--- src/rtl/six_bit_frame_encoder_core_macros.svh ---
// Assertion helpers for the encoder modules, used by the queue.
`ifndef SIX_BIT_FRAME_ENCODER_CORE_MACROS_SVH
`define SIX_BIT_FRAME_ENCODER_CORE_MACROS_SVH

// Same-cycle implication, checked outside of reset.
`define SBFE_ASSERT_NOW(label, clk, rst, ante, cons, msg) \
   label: assert property (@(posedge clk) disable iff (rst) (ante) |-> (cons)) \
      else $error(msg);

// Next-cycle implication, checked outside of reset.
`define SBFE_ASSERT_NEXT(label, clk, rst, ante, cons, msg) \
   label: assert property (@(posedge clk) disable iff (rst) (ante) |=> (cons)) \
      else $error(msg);

`endif

--- src/rtl/sbfe_pkg.sv ---
`default_nettype none
package sbfe_pkg;

   localparam int LEN_WIDTH_DEFAULT = 12;
   localparam int MAX_LEN_RESET     = 68;

   // Results one item can cause: start, two data characters, end.
   localparam int RES_MAX   = 4;
   localparam int RES_IDX_W = $clog2(RES_MAX);
   localparam int RES_CNT_W = $clog2(RES_MAX + 1);

   localparam int QUEUE_DEPTH = 2;

   localparam logic [6:0] CH_START = 7'h09;
   localparam logic [6:0] CH_END   = 7'h0a;
   localparam logic [6:0] CH_BASE  = 7'h40;
   localparam logic [6:0] CH_NONE  = 7'h00;

   typedef struct packed {
      logic [6:0] ch;
      logic       fe;
      logic       ov;
   } result_type;

   typedef struct packed {
      logic [RES_CNT_W-1:0]         count;
      result_type [RES_MAX-1:0]     res;
   } entry_type;

   typedef struct packed {
      logic      push;
      entry_type entry;
   } q_wr_type;

   typedef struct packed {
      logic      empty;
      logic      full;
      entry_type entry;
   } q_rd_type;

endpackage
`default_nettype wire

--- src/rtl/sbfe_front.sv ---
`default_nettype none
module sbfe_front #(
   parameter int LEN_WIDTH = sbfe_pkg::LEN_WIDTH_DEFAULT
) (
   input  wire logic                 clock,
   input  wire logic                 reset,
   input  wire logic                 req_tvalid,
   output logic                      req_tready,
   input  wire logic [7:0]           req_data,
   input  wire logic                 req_last,
   input  wire logic [LEN_WIDTH-1:0] max_len,
   input  wire sbfe_pkg::q_rd_type   q_status,
   output sbfe_pkg::q_wr_type        q_wr
);
   import sbfe_pkg::*;

   logic [15:0]          acc_ff, acc_in;
   logic [4:0]           held_ff, held_in;
   logic                 in_frame_ff, in_frame_in;
   logic [LEN_WIDTH-1:0] chars_ff, chars_in;
   logic                 dropping_ff, dropping_in;

   logic                 accept;
   entry_type            entry;
   logic [RES_CNT_W-1:0] n;
   logic                 done;
   logic [LEN_WIDTH-1:0] c;
   logic [15:0]          a;
   logic [4:0]           h;
   logic [3:0]           shift;

   assign req_tready = !q_status.full;
   assign accept     = req_tvalid && req_tready;

   always_comb begin
      acc_in      = acc_ff;
      held_in     = held_ff;
      in_frame_in = in_frame_ff;
      chars_in    = chars_ff;
      dropping_in = dropping_ff;
      entry       = '0;
      n           = '0;
      done        = 1'b0;
      c           = chars_ff;
      a           = acc_ff;
      h           = held_ff;
      shift       = 4'd0;
      if (dropping_ff) begin
         if (req_last) begin
            dropping_in = 1'b0;
         end
      end else begin
         if (!in_frame_ff) begin
            entry.res[n[RES_IDX_W-1:0]] = '{ch: CH_START, fe: 1'b0, ov: 1'b0};
            n = n + 1'b1;
            c = LEN_WIDTH'(1);
            a = '0;
            h = '0;
         end
         shift = (h <= 5'd8) ? 4'(5'd8 - h) : 4'd0;
         a = a | (16'(req_data) << shift);
         h = h + 5'd8 + (req_last ? 5'd4 : 5'd0);
         // At most two whole groups are pending once the byte is merged in.
         for (int k = 0; k < 2; k++) begin
            if (!done && h >= 5'd6) begin
               if (({1'b0, c} + 1'b1) >= {1'b0, max_len}) begin
                  entry.res[n[RES_IDX_W-1:0]] = '{ch: CH_NONE, fe: 1'b1, ov: 1'b1};
                  n = n + 1'b1;
                  done = 1'b1;
                  dropping_in = !req_last;
               end else begin
                  entry.res[n[RES_IDX_W-1:0]] =
                     '{ch: CH_BASE | 7'(a[15:10]), fe: 1'b0, ov: 1'b0};
                  n = n + 1'b1;
                  c = c + 1'b1;
                  a = a << 6;
                  h = h - 5'd6;
               end
            end
         end
         if (!done && req_last) begin
            if (({1'b0, c} + 1'b1) >= {1'b0, max_len}) begin
               entry.res[n[RES_IDX_W-1:0]] = '{ch: CH_NONE, fe: 1'b1, ov: 1'b1};
            end else begin
               entry.res[n[RES_IDX_W-1:0]] = '{ch: CH_END, fe: 1'b1, ov: 1'b0};
            end
            n = n + 1'b1;
         end
         if (done || req_last) begin
            acc_in      = '0;
            held_in     = '0;
            in_frame_in = 1'b0;
            chars_in    = '0;
         end else begin
            acc_in      = a;
            held_in     = h;
            in_frame_in = 1'b1;
            chars_in    = c;
         end
      end
      entry.count = n;
   end

   assign q_wr.push  = accept && (entry.count != '0);
   assign q_wr.entry = entry;

   always_ff @(posedge clock) begin
      if (reset) begin
         acc_ff      <= '0;
         held_ff     <= '0;
         in_frame_ff <= 1'b0;
         chars_ff    <= '0;
         dropping_ff <= 1'b0;
      end else if (accept) begin
         acc_ff      <= acc_in;
         held_ff     <= held_in;
         in_frame_ff <= in_frame_in;
         chars_ff    <= chars_in;
         dropping_ff <= dropping_in;
      end
   end

endmodule
`default_nettype wire

--- src/rtl/sbfe_queue.sv ---
`default_nettype none
`include "six_bit_frame_encoder_core_macros.svh"
module sbfe_queue (
   input  wire logic               clock,
   input  wire logic               reset,
   input  wire sbfe_pkg::q_wr_type q_wr,
   input  wire logic               pop,
   output sbfe_pkg::q_rd_type      q_rd
);
   import sbfe_pkg::*;

   localparam int PTR_W = (QUEUE_DEPTH > 1) ? $clog2(QUEUE_DEPTH) : 1;
   localparam int CNT_W = $clog2(QUEUE_DEPTH + 1);

   entry_type            mem_ff [QUEUE_DEPTH];
   logic [PTR_W-1:0]     wr_ptr_ff, wr_ptr_in;
   logic [PTR_W-1:0]     rd_ptr_ff, rd_ptr_in;
   logic [CNT_W-1:0]     count_ff, count_in;
   logic                 do_push, do_pop;

   assign q_rd.empty = (count_ff == '0);
   assign q_rd.full  = (count_ff == CNT_W'(QUEUE_DEPTH));
   assign q_rd.entry = mem_ff[rd_ptr_ff];

   assign do_push = q_wr.push && !q_rd.full;
   assign do_pop  = pop && !q_rd.empty;

   always_comb begin
      wr_ptr_in = wr_ptr_ff;
      rd_ptr_in = rd_ptr_ff;
      count_in  = count_ff;
      if (do_push) begin
         wr_ptr_in = (wr_ptr_ff == PTR_W'(QUEUE_DEPTH - 1)) ? '0 : wr_ptr_ff + 1'b1;
      end
      if (do_pop) begin
         rd_ptr_in = (rd_ptr_ff == PTR_W'(QUEUE_DEPTH - 1)) ? '0 : rd_ptr_ff + 1'b1;
      end
      if (do_push && !do_pop) begin
         count_in = count_ff + 1'b1;
      end else if (do_pop && !do_push) begin
         count_in = count_ff - 1'b1;
      end
   end

   always_ff @(posedge clock) begin
      if (do_push) begin
         mem_ff[wr_ptr_ff] <= q_wr.entry;
      end
   end

   always_ff @(posedge clock) begin
      if (reset) begin
         wr_ptr_ff <= '0;
         rd_ptr_ff <= '0;
         count_ff  <= '0;
      end else begin
         wr_ptr_ff <= wr_ptr_in;
         rd_ptr_ff <= rd_ptr_in;
         count_ff  <= count_in;
      end
   end

   `SBFE_ASSERT_NOW(a_push_not_full, clock, reset, q_wr.push, !q_rd.full, "push into full queue")
   `SBFE_ASSERT_NOW(a_pop_not_empty, clock, reset, pop, !q_rd.empty, "pop from empty queue")
   `SBFE_ASSERT_NEXT(a_push_grows, clock, reset, do_push && !do_pop,
      count_ff == $past(count_ff) + 1'b1, "queue count did not grow on push")
   `SBFE_ASSERT_NOW(a_empty_entry, clock, reset, q_wr.push, q_wr.entry.count != '0,
      "queued item carries no results")

endmodule
`default_nettype wire

--- src/rtl/sbfe_back.sv ---
`default_nettype none
module sbfe_back (
   input  wire logic               clock,
   input  wire logic               reset,
   input  wire sbfe_pkg::q_rd_type q_rd,
   output logic                    pop,
   output logic                    rsp_tvalid,
   input  wire logic               rsp_tready,
   output logic [6:0]              rsp_char,
   output logic                    rsp_frame_end,
   output logic                    rsp_overflow
);
   import sbfe_pkg::*;

   entry_type            cur_ff;
   logic                 valid_ff;
   logic [RES_IDX_W-1:0] idx_ff;
   logic                 sent;
   logic                 last_of_entry;
   logic                 load;
   result_type           res;

   assign res           = cur_ff.res[idx_ff];
   assign rsp_tvalid    = valid_ff;
   assign rsp_char      = res.ch;
   assign rsp_frame_end = res.fe;
   assign rsp_overflow  = res.ov;

   assign sent          = valid_ff && rsp_tready;
   assign last_of_entry = ({1'b0, idx_ff} + 1'b1) == cur_ff.count;
   // The next queued item moves in the same cycle its predecessor's final result leaves.
   assign load          = !valid_ff || (sent && last_of_entry);
   assign pop           = load && !q_rd.empty;

   always_ff @(posedge clock) begin
      if (pop) begin
         cur_ff <= q_rd.entry;
      end
   end

   always_ff @(posedge clock) begin
      if (reset) begin
         valid_ff <= 1'b0;
         idx_ff   <= '0;
      end else if (load) begin
         valid_ff <= !q_rd.empty;
         idx_ff   <= '0;
      end else if (sent) begin
         idx_ff   <= idx_ff + 1'b1;
      end
   end

endmodule
`default_nettype wire

--- src/rtl/six_bit_frame_encoder_core.sv ---
// Six-bit frame encoder.
// req channel: one payload byte per item, req_tdata[7:0] the byte, req_tlast
// marks the final byte of a frame. rsp channel: one character per item,
// rsp_tdata[6:0] the character (0x09 start, 0x40..0x7f data, 0x0a end, 0 on
// overflow), rsp_tlast on the closing character, rsp_tuser on overflow.
// csr_wr_en writes csr_wr_data as the maximum frame length.
// Each byte gives up to four characters, none while a frame is being dropped.
// The front accepts a byte per cycle while its two-entry queue has room; the
// back sends one character per cycle while rsp_tready is high, so the
// character rate of one per cycle sets throughput (about 4/3 characters per
// byte inside a frame, up to four at frame edges).
// The first character of a byte passes through its queue entry and then the
// back's current-item register before it is valid.
// Reset clears the frame state, the queue and the output, and restores the
// maximum length to 68; no clearing pass is needed.
// When the receiver stalls, the current character holds and the queue fills;
// req_tready drops once both queue entries are taken.
`default_nettype none
module six_bit_frame_encoder_core #(
   parameter int LEN_WIDTH = sbfe_pkg::LEN_WIDTH_DEFAULT
) (
   input  wire logic                 clock,
   input  wire logic                 reset,
   input  wire logic                 req_tvalid,
   output logic                      req_tready,
   input  wire logic [7:0]           req_tdata,   // [7:0] data_byte
   input  wire logic                 req_tlast,
   output logic                      rsp_tvalid,
   input  wire logic                 rsp_tready,
   output logic [7:0]                rsp_tdata,   // [6:0] out_char, [7] zero
   output logic                      rsp_tlast,
   output logic                      rsp_tuser,   // [0] overflow
   input  wire logic                 csr_wr_en,
   input  wire logic [LEN_WIDTH-1:0] csr_wr_data
);
   import sbfe_pkg::*;

   logic [LEN_WIDTH-1:0] max_len_ff;
   q_wr_type             q_wr;
   q_rd_type             q_rd;
   logic                 pop;
   logic [6:0]           rsp_char;

   always_ff @(posedge clock) begin
      if (reset) begin
         max_len_ff <= LEN_WIDTH'(MAX_LEN_RESET);
      end else if (csr_wr_en) begin
         max_len_ff <= csr_wr_data;
      end
   end

   sbfe_front #(.LEN_WIDTH(LEN_WIDTH)) u_front (
      .clock      (clock),
      .reset      (reset),
      .req_tvalid (req_tvalid),
      .req_tready (req_tready),
      .req_data   (req_tdata),
      .req_last   (req_tlast),
      .max_len    (max_len_ff),
      .q_status   (q_rd),
      .q_wr       (q_wr)
   );

   sbfe_queue u_queue (
      .clock (clock),
      .reset (reset),
      .q_wr  (q_wr),
      .pop   (pop),
      .q_rd  (q_rd)
   );

   sbfe_back u_back (
      .clock         (clock),
      .reset         (reset),
      .q_rd          (q_rd),
      .pop           (pop),
      .rsp_tvalid    (rsp_tvalid),
      .rsp_tready    (rsp_tready),
      .rsp_char      (rsp_char),
      .rsp_frame_end (rsp_tlast),
      .rsp_overflow  (rsp_tuser)
   );

   assign rsp_tdata = {1'b0, rsp_char};

endmodule
`default_nettype wire
--- config.mk ---
export PLATFORM = sky130hd
export DESIGN_NAME = six_bit_frame_encoder_core
export DESIGN_NICKNAME = d
export VERILOG_FILES = /design/src/rtl/sbfe_pkg.sv /design/src/rtl/sbfe_front.sv /design/src/rtl/sbfe_queue.sv /design/src/rtl/sbfe_back.sv /design/src/rtl/six_bit_frame_encoder_core.sv
export VERILOG_INCLUDE_DIRS = /design/src /design/src/rtl
export SDC_FILE = /design/constraint.sdc
export NUM_CORES = 1
export LEC_CHECK = 0
export ABC_AREA = 1
export BUFFER_PORTS_ARGS = -buffer_cell sky130_fd_sc_hd__buf_2
export CAP_MARGIN = 10
export CORE_UTILIZATION = 45
export CTS_CLUSTER_DIAMETER = 30
export DETAILED_ROUTE_END_ITERATION = 10
export SYNTH_ARGS = -nofsm -noshare
export SYNTH_HDL_FRONTEND = slang
export SYNTH_SLANG_ARGS = --single-unit
--- constraint.sdc ---
create_clock -name clock -period 13 [get_ports clock]
set_input_delay 1.3 -clock clock [delete_from_list [all_inputs] [get_ports clock]]
set_output_delay 1.3 -clock clock [all_outputs]
set_load 0.005 [all_outputs]
# == Word-level counts from Yosys, hierarchy flattened ==
# Memories as Yosys holds them, arrays and structs flattened. A register that Yosys moved wholly into a read port is not among the register bits.
# Cells that the tools add are included.
# totals
ff_bits,54
mem_bits_rw,78
input_bits,26
elab_cells,165
n_memories,1
# mem_list
memory,words,word_bits,read_ports,rd_clocked_by_memory_dff,write_ports,line,rtl
u_queue.mem_ff,2,39,1,1,1,sbfe_queue.sv:15,entry_type mem_ff [QUEUE_DEPTH];
# classes
n_addsub,19
magnitude_cmp,13
n_eq_ne,2
shifts,1
mux,75
n_bitwise,14
reduce_logical,29
# ops
operator,count
$mux W36,9
$mux W16,8
$mux W12,9
$not A28 Y28,3
$bwmux W36,2
$and A28 B28 Y28,2
$demux W9 S2,3
$mux W9,5
$mux W5,8
$add A12 B1 Y13 const B,3
$ge A13 B12 Y1,3
$and A7 B28 Y28,1
$add A12 B1 Y12 const B,2
$and A24 B24 Y24,1
$mux W3,8
$not A24 Y24,1
$bmux W9 S2,1
$mux W1,18
$or A16 B16 Y16,1
$or A8 B8 Y8,2
$shl A8 B4 Y16,1
$logic_and A1 B1 Y1,14
$lt A2 B3 Y1 const B,4
$or A12 B12 Y12,1
26 further kinds,43

# == Depth between registers and ports, before layout ==
# depth
word_depth,23
depth_mapped,60

# == Hierarchy ==
# A second synthesis with hierarchy kept.
# hier_totals
cells_unflattened,1257
hier_area_um2,10528.8
# modules_own_cells
mod,n_inst,cells_each,area_each_um2,seq_area_each_um2
sbfe_front,1,901,5277.6,700.7
sbfe_queue,1,158,3106.7,2442.3
sbfe_back,1,123,1635.3,1231.2
six_bit_frame_encoder_core,1,75,509.2,240.2

# == Worst setup path after synthesis ==
# Ideal clock, no wire load.
# synth_path
path_kind,register -> register
from,register u_front.in_frame_ff
to,memory u_queue.mem_ff[0][27] in the netlist's numbering (data pin)
setup_ns,0.256
arrival_time_ns,7.201
required_ns,12.744
path_slack_ns,5.544
stages_incl_launch_ff,55
n_path_buf,5
period_less_slack_ns,7.456
path_cell_list,dfxtp_1 buf_6 buf_8 buf_8 inv_1 nor2_1 inv_1 ha_1 nand3_2 nor2_4 nand2_1 nor2_1 xor2_1 ha_1 nand3_1 nor3_1 nand3_2 nand4_4 [... 19 more ...] inv_2 ha_1 nand3_1 nor2_2 xor2_1 ha_1 inv_1 nor2_1 o21ai_0 nand2_1 a21oi_1 o21ai_0 nand3_1 nand2_1 a21oi_1 nand2_1 o21ai_1 inv_1
# synth_rtl
item,line,rtl
start: declaration,sbfe_front.sv:19,"logic in_frame_ff, in_frame_in;"
start signal: assignment,sbfe_front.sv:117,in_frame_ff <= in_frame_in;
end: declaration,sbfe_queue.sv:15,

==> parameters.txt <==
Parameter                              Value

Status
  Status ... complete, no violations

CTS
  Total clock sinks ... 171
  Max Root-Sink Buffers ... 2
  Setup Buffers After CTS ... 0
  Clock buffer count from CTS ... 17
  Maximum level of the CTS H-tree ... 4
  Number of resized instances in the post-cts repair step ... 0
  Count of hold buffers inserted by post-cts repair ... 0
  Post-CTS clock slew at the launch and capture registers of the worst setup and hold paths ... 0.08 ns
  TritonCTS clock tree ... built
  Buffer cell driving the clock tree root ... clkbuf_16
  Clk_lat worst skew ... 0.44 ns

Timing
  Aggregate negative setup slack ... 0 ns
  Setup violation total in the final timing report ... 0
  Final hold viol count ... 0
  RSZ-0062 raised after global routing ... no
  Minimum period implied by the final worst setup slack ... 9.91 ns
  Worst setup skew after layout ... 0.0177 ns
  Ratio of final minimum period to clock period ... 76.2%
  Count of pins over their slew limit ... 0
  Highest clock rate ... 101 MHz
  Transition time at the pin with the least slew margin ... 1.05 ns
  Rel. slew slack ... 29.9%

Worst setup path
  Worst path buffer plus inverter count ... 7
  Startpoint type of the worst setup path ... flop
  CP Max Fanout ... 33
  Data required time of the critical path ... 13.19 ns
  Critical path class ... reg -> reg
  Dominant delay contributor by cell family on the critical path ... simple AND/OR/NAND/NOR gates
  Library cell appearing most often on the critical path ... nand2_1
  Data arrival time of the critical path ... 10.11 ns
  Critical Path Max Stage Delay ... 0.93 ns
  Slowest stage cell, crit path ... dfxtp_1
  Endpoint type of the worst setup path ... flop

Floorplanning
  Die extent in y ... 154 um
  Placeable core region ... 22700 sq um
  Die Outline Area ... 23900 sq um
  I/O Pins ... 38
  Std cell rows ... 55
  Initial Util ... 46.1%
  Chip Width ... 154 um

Pwr
  Power per cell area ... 152 nW/um^2
  Static leakage ... 5.16 nW
  Peak ir drop on the vdd network ... 77.9 uV

Global routing
  Global-route wire length before repair ... 40.7 mm
  Vias in the first global route ... 7732
  All-Layer GR Usage ... 22.0%
  Antenna violations before repair ... 0
  Total grt overflow ... 0
  Largest net degree at the start of global routing ... 42

Synth
  Mean Syn Cell Area ... 8.10 sq um
  Synthesized Nets ... 1371
  Gate count after technology mapping ... 1292
  Number of flops mapped to enable cells by yosys ... 117
  Synth Register Bits ... 171
  Part of the Yosys area used for sequential elements ... 43.9%
  Share of synthesized registers carrying an async set or reset ... 0%
  Number of distinct library cell variants in the gate-level netlist after synthesis ... 60
  Summed instance area of the synthesized netlist ... 10500 sq um
  Count of synthesis-stage warnings from yosys ... 0
  Most instantiated flip-flop cell in the synthesis netlist ... edfxtp_1

Routing
  Count of TritonRoute iterations in the first routing pass ... 5
  Count of nets left with antenna violations after detail routing ... 0
  Routed length per placed instance ... 15.6 um
  Routed via count ... 8321
  Per-cell via count in the routed design ... 5.17
  DRC violation count after routing ... 0
  Number of design-rule violations left by the first detailed-router iteration ... 664
  Wire length reported by the detailed router ... 25.1 mm

Layout
  ANT cells ... 0
  Final layout net count ... 1391
  Fraction of final layout cells with drive strength greater than 1 ... 12.2%
  Core utilization of the finished layout ... 50.4%
  Syn-to-layout area delta ... 9.42%

Run
  Number of max-cap violations ... 0

Place
  RD Place Congestion ... 0.880
  Half-perimeter wire length after placement ... 18.8 mm
  Count of port buffers added during placement ... 36

Hold path
  Class of the tightest hold or removal check ... reg -> reg
[metal layers]
metal	wire length [um]	share of wire, %	track usage (%)	up-vias
li1	-	-	-	4314
met1	12400	49	30.9	3824
met2	11400	45	35.0	156
met3	942	3.7	3.47	27
met4	338	1.3	6.22	0
met5	0	0	0	-
[flip-flops by register name, indices dropped and copies added, names as in the netlist]
signal	cells
max_len_ff	12
u_back.cur_ff	39
u_back.idx_ff	2
u_back.rsp_tvalid	1
u_front.acc_ff	16
u_front.chars_ff	12
u_front.dropping_ff	1
u_front.held_ff	5
u_front.in_frame_ff	1
u_queue.count_ff	2
u_queue.mem_ff	78
u_queue.rd_ptr_ff	1
u_queue.wr_ptr_ff	1
[cell type report]
class,count,area [sq um]
clock buffer,17,425
clock inverter,15,201
fill,2196,11300
inverter,165,621
multi-input combinational,914,5010
sequential,171,4590
tap,285,357
timing repair buffer,43,233
[final timing paths]
path	slack [ns]	from	end	cells past startpoint
worst min-delay path	0.47	u_front.held_ff[0]	u_front.held_ff[0]	2
worst max register to register	3.09	u_front.in_frame_ff	u_queue.mem_ff[0][27]	52
worst max-delay path	3.09	u_front.in_frame_ff	u_queue.mem_ff[0][27]	52
worst min register to register	0.47	u_front.held_ff[0]	u_front.held_ff[0]	2
[cell usage in the layout, fill, tap and decap left out, drive strengths merged, types with 5 or more instances in the layout]
master	netlist	routed
xor2	26	26
xnor2	5	5
ha	53	53
buf	17	43
nor3	6	6
nand3	64	64
clkinv	3	10
nand4	21	21
o22ai	15	15
inv	162	170
dfxtp	54	54
o21ai	91	91
edfxtp	117	117
nor2	131	131
a21oi	61	61
clkbuf	25	17
a22oi	24	24
nand2	386	386
[stage by stage]
stage | total power [mW] | setup slack [ns] | area [sq um] | hold slack (ns) | std cells
floorplan | 1.09 | 5.54 | 10500 | 0.446 | 1292
global placement | 1.22 | 3.41 | 10800 | 0.455 | 1578
detailed placement | 1.23 | 3.16 | 10800 | 0.458 | 1578
CTS | 1.76 | 3.14 | 11400 | 0.470 | 1610
global route | 1.85 | 1.92 | 11400 | 0.487 | 1610
finish | 1.74 | 3.09 | 11400 | 0.469 | 1610
[logic make-up (layout without fill, tap and decap cells)]
logic type	after synthesis	in the layout	synth area share (%)
adders and majority gates	53	53	6.34
and+or+nand+nor	615	615	26.6
AOI/OAI and AO/OA	211	211	11.9
muxes	3	3	0.287
xor gates and xnor gates	31	31	2.67
other	1	1	0.0359
DFF	171	171	43.9
buffers and inverters	207	240	8.22
[worst register-to-register path, delay by kind of cell (launching register included)]
kind	cells	cell delay, ns
flip-flops	1	0.93
AND/OR/NAND/NOR	28	3.69
buffers and inverters	7	1.38
adder cells (fa/ha/maj)	6	1.47
AO/OA/AOI/OAI	8	1.59
XOR/XNOR	3	0.59
[where the power goes]
| part | switching, mW | total [mW] | internal [mW] |
|---|---|---|---|
| clock | 0.263 | 0.529 | 0.267 |
| sequential | 0.0344 | 0.776 | 0.742 |
| combinational | 0.312 | 0.438 | 0.126 |
| total | 0.609 | 1.74 | 1.13 |
[synthesized netlist by cell type (all sizes together), types with 3 or more instances]
library cell | n | area (sq um)
a211oi | 3 | 22.5
a21oi | 61 | 305
a22oi | 24 | 180
buf | 17 | 145
clkbuf | 25 | 93.8
clkinv | 3 | 12.5
dfxtp | 54 | 1080
edfxtp | 117 | 3510
ha | 53 | 663
inv | 162 | 608
mux2i | 3 | 30.0
nand2 | 386 | 1550
nand3 | 64 | 408
nand3b | 3 | 26.3
nand4 | 21 | 153
nor2 | 131 | 576
nor3 | 6 | 46.3
o21ai | 91 | 508
o22ai | 15 | 93.8
or2 | 4 | 25.0
xnor2 | 5 | 51.3
xor2 | 26 | 228
No activity file was read; power rests on OpenSTA's default activity.
